File: src/hw/rtl/ild_pkg.sv
// ----------------------------------------------------------------------------
// ild_pkg: shared types and constants for the indent/dedent line lexer
// Holds stack sizing, token kinds, sequencer states and the control and
// status structs that pass between the sequencer and the width stack.
// ----------------------------------------------------------------------------
package ild_pkg;

  localparam int STACK_DEPTH = 16;
  localparam int SPACE_BITS  = 8;
  localparam int LINE_BITS   = 16;

  // Stack entries above the fixed zero-width bottom entry
  localparam int CELLS   = STACK_DEPTH - 1;
  localparam int CNT_W   = $clog2(STACK_DEPTH + 1);

  localparam int KIND_W  = 3;
  localparam int COL_W   = 9;
  localparam int LEVEL_W = 4;
  localparam int LEN_W   = 12;

  // Output word layout
  localparam int OUT_FIELDS_W = LINE_BITS + COL_W + LEVEL_W + LEN_W + 1;
  localparam int OUT_DATA_W   = ((OUT_FIELDS_W + 7) / 8) * 8;
  localparam int OUT_PAD_W    = OUT_DATA_W - OUT_FIELDS_W;

  // Input word layout
  localparam int IN_FIELDS_W = SPACE_BITS + LEN_W;
  localparam int IN_DATA_W   = ((IN_FIELDS_W + 7) / 8) * 8;

  typedef enum logic [KIND_W-1:0] {
    KIND_BLANK  = 3'd0,
    KIND_DEDENT = 3'd1,
    KIND_INDENT = 3'd2,
    KIND_LINE   = 3'd3,
    KIND_EOF    = 3'd4
  } token_kind_t;

  typedef enum logic {
    ST_IDLE = 1'b0,
    ST_WORK = 1'b1
  } lex_state_t;

  typedef struct packed {
    logic                  push;
    logic                  pop;
    logic                  clear;
    logic [SPACE_BITS-1:0] push_width;
  } stack_ctrl_t;

  typedef struct packed {
    logic [CNT_W-1:0]      count;
    logic [SPACE_BITS-1:0] top;
  } stack_stat_t;

endpackage

File: src/hw/rtl/ild_cell.sv
// ----------------------------------------------------------------------------
// ild_cell: one entry of the indent width stack
// Takes the width of the entry above on a push and of the entry below on a
// pop; holds otherwise.
// ----------------------------------------------------------------------------
module ild_cell (
  input  logic                          clk,
  input  ild_pkg::stack_ctrl_t          ctrl,
  input  logic [ild_pkg::SPACE_BITS-1:0] from_above,
  input  logic [ild_pkg::SPACE_BITS-1:0] from_below,
  output logic [ild_pkg::SPACE_BITS-1:0] width
);
  import ild_pkg::*;

  // Shift toward the bottom on push, toward the top on pop
  always_ff @(posedge clk) begin
    if (ctrl.push) begin
      width <= from_above;
    end else if (ctrl.pop) begin
      width <= from_below;
    end
  end

endmodule

File: src/hw/rtl/ild_stack.sv
// ----------------------------------------------------------------------------
// ild_stack: row of width cells forming the indent stack
// Cell 0 holds the top entry. The bottom entry of width zero is implied and
// never stored; the entry count tracks how many entries are live.
// ----------------------------------------------------------------------------
module ild_stack (
  input  logic                 clk,
  input  logic                 rst,
  input  ild_pkg::stack_ctrl_t ctrl,
  output ild_pkg::stack_stat_t stat
);
  import ild_pkg::*;

  logic [SPACE_BITS-1:0] w [CELLS];
  logic [CNT_W-1:0]      count;

  // Chain the cells; the end cells see the new width and themselves
  for (genvar i = 0; i < CELLS; i++) begin : g_row
    logic [SPACE_BITS-1:0] above;
    logic [SPACE_BITS-1:0] below;

    if (i == 0) begin : g_head
      assign above = ctrl.push_width;
    end else begin : g_mid_a
      assign above = w[i-1];
    end

    if (i == CELLS - 1) begin : g_tail
      assign below = w[i];
    end else begin : g_mid_b
      assign below = w[i+1];
    end

    ild_cell u_cell (
      .clk        (clk),
      .ctrl       (ctrl),
      .from_above (above),
      .from_below (below),
      .width      (w[i])
    );
  end

  // Track live entries, bottom entry included
  always_ff @(posedge clk) begin
    if (rst || ctrl.clear) begin
      count <= CNT_W'(1);
    end else if (ctrl.push) begin
      count <= count + CNT_W'(1);
    end else if (ctrl.pop) begin
      count <= count - CNT_W'(1);
    end
  end

  assign stat.count = count;
  assign stat.top   = (count > CNT_W'(1)) ? w[0] : '0;

endmodule

File: src/hw/rtl/indent_dedent_line_lexer.sv
// ----------------------------------------------------------------------------
// indent_dedent_line_lexer: indentation lexer for pre-measured text lines
// Turns each line word into blank, dedent, indent, line and eof tokens using
// a stack of indent widths kept in a row of shifting cells.
// ----------------------------------------------------------------------------
// Usage:
//   Input channel s_*: one word per text line (tuser = 0) carrying the
//   leading space count and content length, or an end-of-input word
//   (tuser = 1). Output channel m_*: one word per token, tuser is the token
//   kind, tlast marks the final token caused by an input word.
//   Timing: a word is taken while the sequencer is idle, then one token is
//   produced per cycle into the output register while that register is free;
//   a dedent burst pops one stack cell per dedent token. The next input word
//   is taken once the last token of the current one is in the output
//   register, while that token still waits for the receiver.
//   Stall: when m_tready is low the output register holds its token and the
//   sequencer and stack pause until it is taken.
//   Reset: the stack returns to the single bottom width 0 and the line
//   number to 1; an end-of-input word does the same after its eof token.
//   A push into a full stack is skipped and the line token flags overflow.
// ----------------------------------------------------------------------------
module indent_dedent_line_lexer (
  input  logic                              clk,
  input  logic                              rst,
  input  logic                              s_tvalid,
  output logic                              s_tready,
  // [7:0] leading_spaces, [19:8] content_length, rest zero
  input  logic [ild_pkg::IN_DATA_W-1:0]     s_tdata,
  // [0] req_type
  input  logic [0:0]                        s_tuser,
  output logic                              m_tvalid,
  input  logic                              m_tready,
  // [15:0] line_number, [24:16] column, [28:25] level,
  // [40:29] token_length, [41] overflow, rest zero
  output logic [ild_pkg::OUT_DATA_W-1:0]    m_tdata,
  // [2:0] token_kind
  output logic [ild_pkg::KIND_W-1:0]        m_tuser,
  output logic                              m_tlast
);
  import ild_pkg::*;

  lex_state_t            state, state_next;
  logic                  req_q;
  logic [SPACE_BITS-1:0] sp_q;
  logic [LEN_W-1:0]      len_q;
  logic [LINE_BITS-1:0]  line_ctr;

  stack_ctrl_t           ctrl;
  stack_stat_t           st;

  logic                  out_free;
  logic                  emit;
  logic                  line_inc;
  token_kind_t           kind_next;
  logic [COL_W-1:0]      col_next;
  logic [LEVEL_W-1:0]    level_next;
  logic [LEN_W-1:0]      tlen_next;
  logic                  ovf_next;
  logic                  last_next;

  token_kind_t           kind_r;
  logic [COL_W-1:0]      col_r;
  logic [LEVEL_W-1:0]    level_r;
  logic [LEN_W-1:0]      tlen_r;
  logic [LINE_BITS-1:0]  line_r;
  logic                  ovf_r;
  logic                  last_r;

  ild_stack u_stack (
    .clk  (clk),
    .rst  (rst),
    .ctrl (ctrl),
    .stat (st)
  );

  assign s_tready = (state == ST_IDLE);
  assign out_free = !m_tvalid || m_tready;

  // Sequencer state register
  always_ff @(posedge clk) begin
    if (rst) begin
      state <= ST_IDLE;
    end else begin
      state <= state_next;
    end
  end

  // Capture the input word
  always_ff @(posedge clk) begin
    if (s_tvalid && s_tready) begin
      req_q <= s_tuser[0];
      sp_q  <= s_tdata[SPACE_BITS-1:0];
      len_q <= s_tdata[SPACE_BITS +: LEN_W];
    end
  end

  // Pick one token per cycle while the output register is free, and steer the stack
  always_comb begin
    state_next      = state;
    emit            = 1'b0;
    line_inc        = 1'b0;
    ctrl.push       = 1'b0;
    ctrl.pop        = 1'b0;
    ctrl.clear      = 1'b0;
    ctrl.push_width = sp_q;
    kind_next       = KIND_BLANK;
    col_next        = COL_W'(1);
    level_next      = LEVEL_W'(st.count - CNT_W'(1));
    tlen_next       = '0;
    ovf_next        = 1'b0;
    last_next       = 1'b0;

    unique case (state)
      ST_IDLE: begin
        if (s_tvalid) begin
          state_next = ST_WORK;
        end
      end
      ST_WORK: begin
        if (out_free) begin
          emit = 1'b1;
          if (req_q) begin
            if (st.count > CNT_W'(1)) begin
              kind_next  = KIND_DEDENT;
              ctrl.pop   = 1'b1;
              level_next = LEVEL_W'(st.count - CNT_W'(2));
            end else begin
              kind_next  = KIND_EOF;
              level_next = '0;
              last_next  = 1'b1;
              ctrl.clear = 1'b1;
              state_next = ST_IDLE;
            end
          end else if (len_q == '0) begin
            kind_next  = KIND_BLANK;
            last_next  = 1'b1;
            line_inc   = 1'b1;
            state_next = ST_IDLE;
          end else if ((st.count > CNT_W'(1)) && (sp_q < st.top)) begin
            kind_next  = KIND_DEDENT;
            ctrl.pop   = 1'b1;
            level_next = LEVEL_W'(st.count - CNT_W'(2));
          end else if ((sp_q > st.top) && (st.count < CNT_W'(STACK_DEPTH))) begin
            kind_next  = KIND_INDENT;
            ctrl.push  = 1'b1;
            level_next = LEVEL_W'(st.count);
          end else begin
            kind_next  = KIND_LINE;
            col_next   = COL_W'(sp_q) + COL_W'(1);
            tlen_next  = len_q;
            ovf_next   = (sp_q > st.top);
            last_next  = 1'b1;
            line_inc   = 1'b1;
            state_next = ST_IDLE;
          end
        end
      end
      default: begin
        state_next = ST_IDLE;
      end
    endcase
  end

  // Advance the saturating line number; restart it after eof
  always_ff @(posedge clk) begin
    if (rst || ctrl.clear) begin
      line_ctr <= LINE_BITS'(1);
    end else if (line_inc && (line_ctr != '1)) begin
      line_ctr <= line_ctr + LINE_BITS'(1);
    end
  end

  // Output register valid
  always_ff @(posedge clk) begin
    if (rst) begin
      m_tvalid <= 1'b0;
    end else if (emit) begin
      m_tvalid <= 1'b1;
    end else if (m_tready) begin
      m_tvalid <= 1'b0;
    end
  end

  // Output register payload
  always_ff @(posedge clk) begin
    if (emit) begin
      kind_r  <= kind_next;
      col_r   <= col_next;
      level_r <= level_next;
      tlen_r  <= tlen_next;
      line_r  <= line_ctr;
      ovf_r   <= ovf_next;
      last_r  <= last_next;
    end
  end

  assign m_tdata = {{OUT_PAD_W{1'b0}}, ovf_r, tlen_r, level_r, col_r, line_r};
  assign m_tuser = kind_r;
  assign m_tlast = last_r;

  // Stack depth stays between the bottom entry and full
  a_count_range: assert property (@(posedge clk) disable iff (rst)
    (st.count >= CNT_W'(1)) && (st.count <= CNT_W'(STACK_DEPTH)))
    else $error("stack count out of range");

  // Never push into a full stack
  a_push_room: assert property (@(posedge clk) disable iff (rst)
    ctrl.push |-> (st.count < CNT_W'(STACK_DEPTH)))
    else $error("push into full stack");

  // Push and pop are exclusive
  a_push_pop: assert property (@(posedge clk) disable iff (rst)
    !(ctrl.push && ctrl.pop))
    else $error("push and pop together");

  // After the eof token the block is back in its reset state
  a_eof_reset: assert property (@(posedge clk) disable iff (rst)
    (emit && (kind_next == KIND_EOF)) |=>
      (st.count == CNT_W'(1)) && (line_ctr == LINE_BITS'(1)))
    else $error("eof did not restore reset state");

  // An eof token always closes its item at level zero
  a_eof_last: assert property (@(posedge clk) disable iff (rst)
    (m_tvalid && (kind_r == KIND_EOF)) |-> (last_r && (level_r == '0)))
    else $error("eof token not last or nonzero level");

endmodule

File: config.mk
export PLATFORM = sky130hd
export DESIGN_NAME = indent_dedent_line_lexer
export DESIGN_NICKNAME = d
export VERILOG_FILES = /design/src/hw/rtl/ild_pkg.sv /design/src/hw/rtl/ild_cell.sv /design/src/hw/rtl/ild_stack.sv /design/src/hw/rtl/indent_dedent_line_lexer.sv
export SDC_FILE = /design/constraint.sdc
export NUM_CORES = 1
export LEC_CHECK = 0
export ABC_AREA = 1
export BUFFER_PORTS_ARGS = -buffer_cell sky130_fd_sc_hd__buf_2
export CAP_MARGIN = 20
export CORE_MARGIN = 3
export CORE_UTILIZATION = 37
export CTS_CLUSTER_SIZE = 12
export DETAILED_ROUTE_END_ITERATION = 12
export MAX_ROUTING_LAYER = met4
export PLACE_DENSITY = 0.53
export RECOVER_POWER = 100
export SKIP_CTS_REPAIR_TIMING = 1
export SYNTH_ARGS = -nofsm -noshare
export SYNTH_HDL_FRONTEND = slang
export SYNTH_HIERARCHICAL = 1
export SYNTH_SLANG_ARGS = --single-unit
File: constraint.sdc
create_clock -name clk -period 4.9 [get_ports clk]
set_input_delay 1.225 -clock clk [delete_from_list [all_inputs] [get_ports clk]]
set_output_delay 1.225 -clock clk [all_outputs]
set_load 0.005 [all_outputs]
==> results.ini <==
[status]
outcome = finished, violations left
violations = max-capacitance violations, max-slew violations

[global_routing]
grt_pass1_vias = 6505
grt_max_degree = 58
grt_remaining_overflow = 0
grtUsageTotal_pct = 13.9
grt_pass1_wl_mm = 31.9
antenna_found_initial = 0

[detailed_routing]
vias_per_cell = 4.62
route.detailed.drc = 0
drt_pass1_iterations = 5
wl_per_cell_microns = 13.4
totalWireLength_mm = 18.9
vias = 6540
drtIter0Drc = 431
postRouteAntennaNets = 0

[logic_synthesis]
synth_top_family_by_area = simple AND/OR/NAND/NOR gates
muxShareOfSynthArea_pct = 0
synthCells = 984
yosys_warnings = 6
synth_area_leaders = edfxtp_1, nand2_1, dfxtp_1, nor2_1, inv_1
synthDominantCellAreaShare_pct = 58.2
synth_area_leader_cell = edfxtp_1
synth.distinct_cells = 33
ys_seq_area_share_pct = 63.0
netlist_area_sq_um = 9650
ys_ff_latch = 210
synth.avg_cell_area_sq_um = 9.81
async_flop_share_pct = 0
synth_adder_area_share_pct = 2.20
ys.flop_type = edfxtp_1
synth.most_common_cell = nand2_1
synthXorXnorAreaFrac_pct = 1.81
synth_compound_area_share_pct = 1.69
synth_simple_gate_area_share_pct = 25.4
synth_commonest_cells = nand2_1, edfxtp_1, nor2_1
synth_edf_count = 187

[placed_design]
place_hpwl_mm = 13.0
postPlaceCellArea_sq_um = 10300
portBuffers = 72
place_congestion = 0.782
placed_cells = 1370

[power]
power.leakage_nw = 4.58
p_per_area_nw_per_um2 = 402
max-vdd-ir-drop_mv = 0.236

[job]
drv_cap = 1

[finish]
finalNonFillerCells = 1415
drive_gt1_share_pct = 8.48
antenna_cells = 0
fin_nets = 1114
fin_area_sq_um = 11000
syn_to_final_growth_pct = 13.9
fillCellCount = 2541
final_util_pct = 43.3

[clock_tree]
cts_sinks = 210
cts_tree = done
cts_made_buffers = 25
clockBufferDepth = 3
clk-insertion-delay-late_ns = 0.51
htree_levels = 1
clk_pin_slew_ns = 0.06
cts_root_buf = clkbuf_16

[timing]
setup_violations = 0
period_share_pct = 82.2
totalNegativeSetupSlack_ns = 0
worstMarginPinSlew_ns = 2.79
fmax_mhz = 248
rsz0062_at_grt = no
timing.slew.headroom_pct = -86.2
hold_slack_ns = 0.503
hold_violations = 0
final_max_slew_viol_count = 53
fin_crit_ns = 4.03
skew_ns = 0.0155

[hold_path]
min_path_cells = 0
hold_class = flop to flop
worstHoldStart = line_ctr[1]

[floorplanning]
core_area_sq_um = 25400
ios = 83
die_h_microns = 168
die_area_sq_um = 28100
fp.dieW_microns = 168
rows = 58
initial_core_util_pct = 38.0

[setup_path]
worstPathMaxFanout = 29
critPathCaptureType = flop
r2r_cells = 17
crit_start = u_stack/count[1]
rr_startpoint = u_stack/count[1]
worstPathArrival_ns = 4.29
critical_path_class = flop to flop
worstPathRequired_ns = 5.17
start_kind = flop

-- layout by cell type, fill, tap and decap left out --
| cell | synthesis | final |
|---|---|---|
| a21o_1 | 1 | 1 |
| a21oi_1 | 25 | 26 |
| buf_12 | 0 | 2 |
| buf_2 | 3 | 39 |
| buf_4 | 8 | 2 |
| bufinv_16 | 0 | 2 |
| clkbuf_1 | 2 | 43 |
| clkbuf_16 | 0 | 26 |
| clkbuf_8 | 0 | 3 |
| clkinv_1 | 0 | 4 |
| clkinv_2 | 0 | 4 |
| conb_1 | 1 | 6 |
| dfxtp_1 | 23 | 23 |
| edfxtp_1 | 187 | 187 |
| ha_1 | 17 | 17 |
| inv_1 | 63 | 77 |
| inv_2 | 19 | 5 |
| nand2_1 | 447 | 448 |
| nand2_4 | 1 | 1 |
| nand3_1 | 21 | 21 |
| nand3_2 | 1 | 1 |
| nand3b_1 | 2 | 2 |
| nand4_1 | 23 | 24 |
| nand4_2 | 1 | 1 |
| nor2_1 | 70 | 71 |
| nor2_2 | 2 | 1 |
| nor2_4 | 5 | 5 |
| nor3_1 | 3 | 3 |
| nor3b_1 | 1 | 1 |
| o21ai_0 | 2 | 3 |
| o22ai_1 | 1 | 1 |
| or2_0 | 0 | 15 |
| xnor2_1 | 8 | 8 |
| xor2_1 | 12 | 12 |
-- power by group --
part | switching [mW] | internal [mW]
combinational | 0.296 | 0.124
sequential | 0.0610 | 2.13
clock | 0.693 | 1.11
-- critical path, stage by stage, from the launching register on --
cell	delay, ns
dfxtp_1	0.45
inv_1	0.11
ha_1	0.19
a21oi_1	0.12
nor2_1	0.14
nor2_1	0.11
inv_1	0.06
ha_1	0.29
nand2_1	0.07
nor2_1	0.19
nand2_1	0.14
nand2_1	0.12
nand3_1	0.25
nor2_4	0.64
clkbuf_1	0.47
inv_1	0.25
nand2_1	0.12
nand2_1	0.05
-- area by class of cell --
type / count / area [sq um] / share of cell area (%)
sequential: 210 / 6080 / 55.3
clock buffer: 34 / 711 / 6.46
timing repair buffer: 81 / 393 / 3.57
multi-input combinational: 668 / 3000 / 27.3
clock inverter: 10 / 95.1 / 0.865
tap: 330 / 413 / 3.76
inverter: 82 / 308 / 2.80
-- stage by stage --
stage / worst slack [ns] / power, mW
after floorplan: 0.375 / 2.53
after global placement: 1.14 / 2.66
after detailed placement: 1.13 / 2.67
after CTS: 1.09 / 4.50
after global routing: 0.378 / 4.63
final: 0.872 / 4.42
-- routing by layer --
metal,vias up,routed length (microns),track usage [%]
li1,3353,-,-
met1,3038,9330,19.4
met2,123,8110,20.4
met3,26,1030,3.33
met4,0,433,3.77
met5,-,0,-
-- cell families after synthesis --
group                    after synthesis
buffers and inverters                111
AO/OA/AOI/OAI                         31
adder cells (fa/ha/maj)               17
other                                  1
XOR/XNOR                              20
AND/OR/NAND/NOR                      594
flip-flops                           210
-- final timing paths --
path,endpoint,slack [ns]
setup / recovery,u_stack/g_row[2].u_cell/width[0],0.87
hold / removal,line_r[1],0.50
setup reg to reg,u_stack/g_row[2].u_cell/width[0],0.87
hold reg to reg,line_r[1],0.50
-- sequential cells by signal, indices dropped and copies added (netlist names), 4 cells and up --
| register | count |
|---|---|
| sp_q | 8 |
| u_stack/count | 5 |
| u_stack/g_row.u_cell/width | 120 |
| col_r | 9 |
| level_r | 4 |
| line_ctr | 16 |
| line_r | 16 |
| tlen_r | 12 |
| len_q | 12 |
Note: power is estimated with default switching activity, not from simulation.
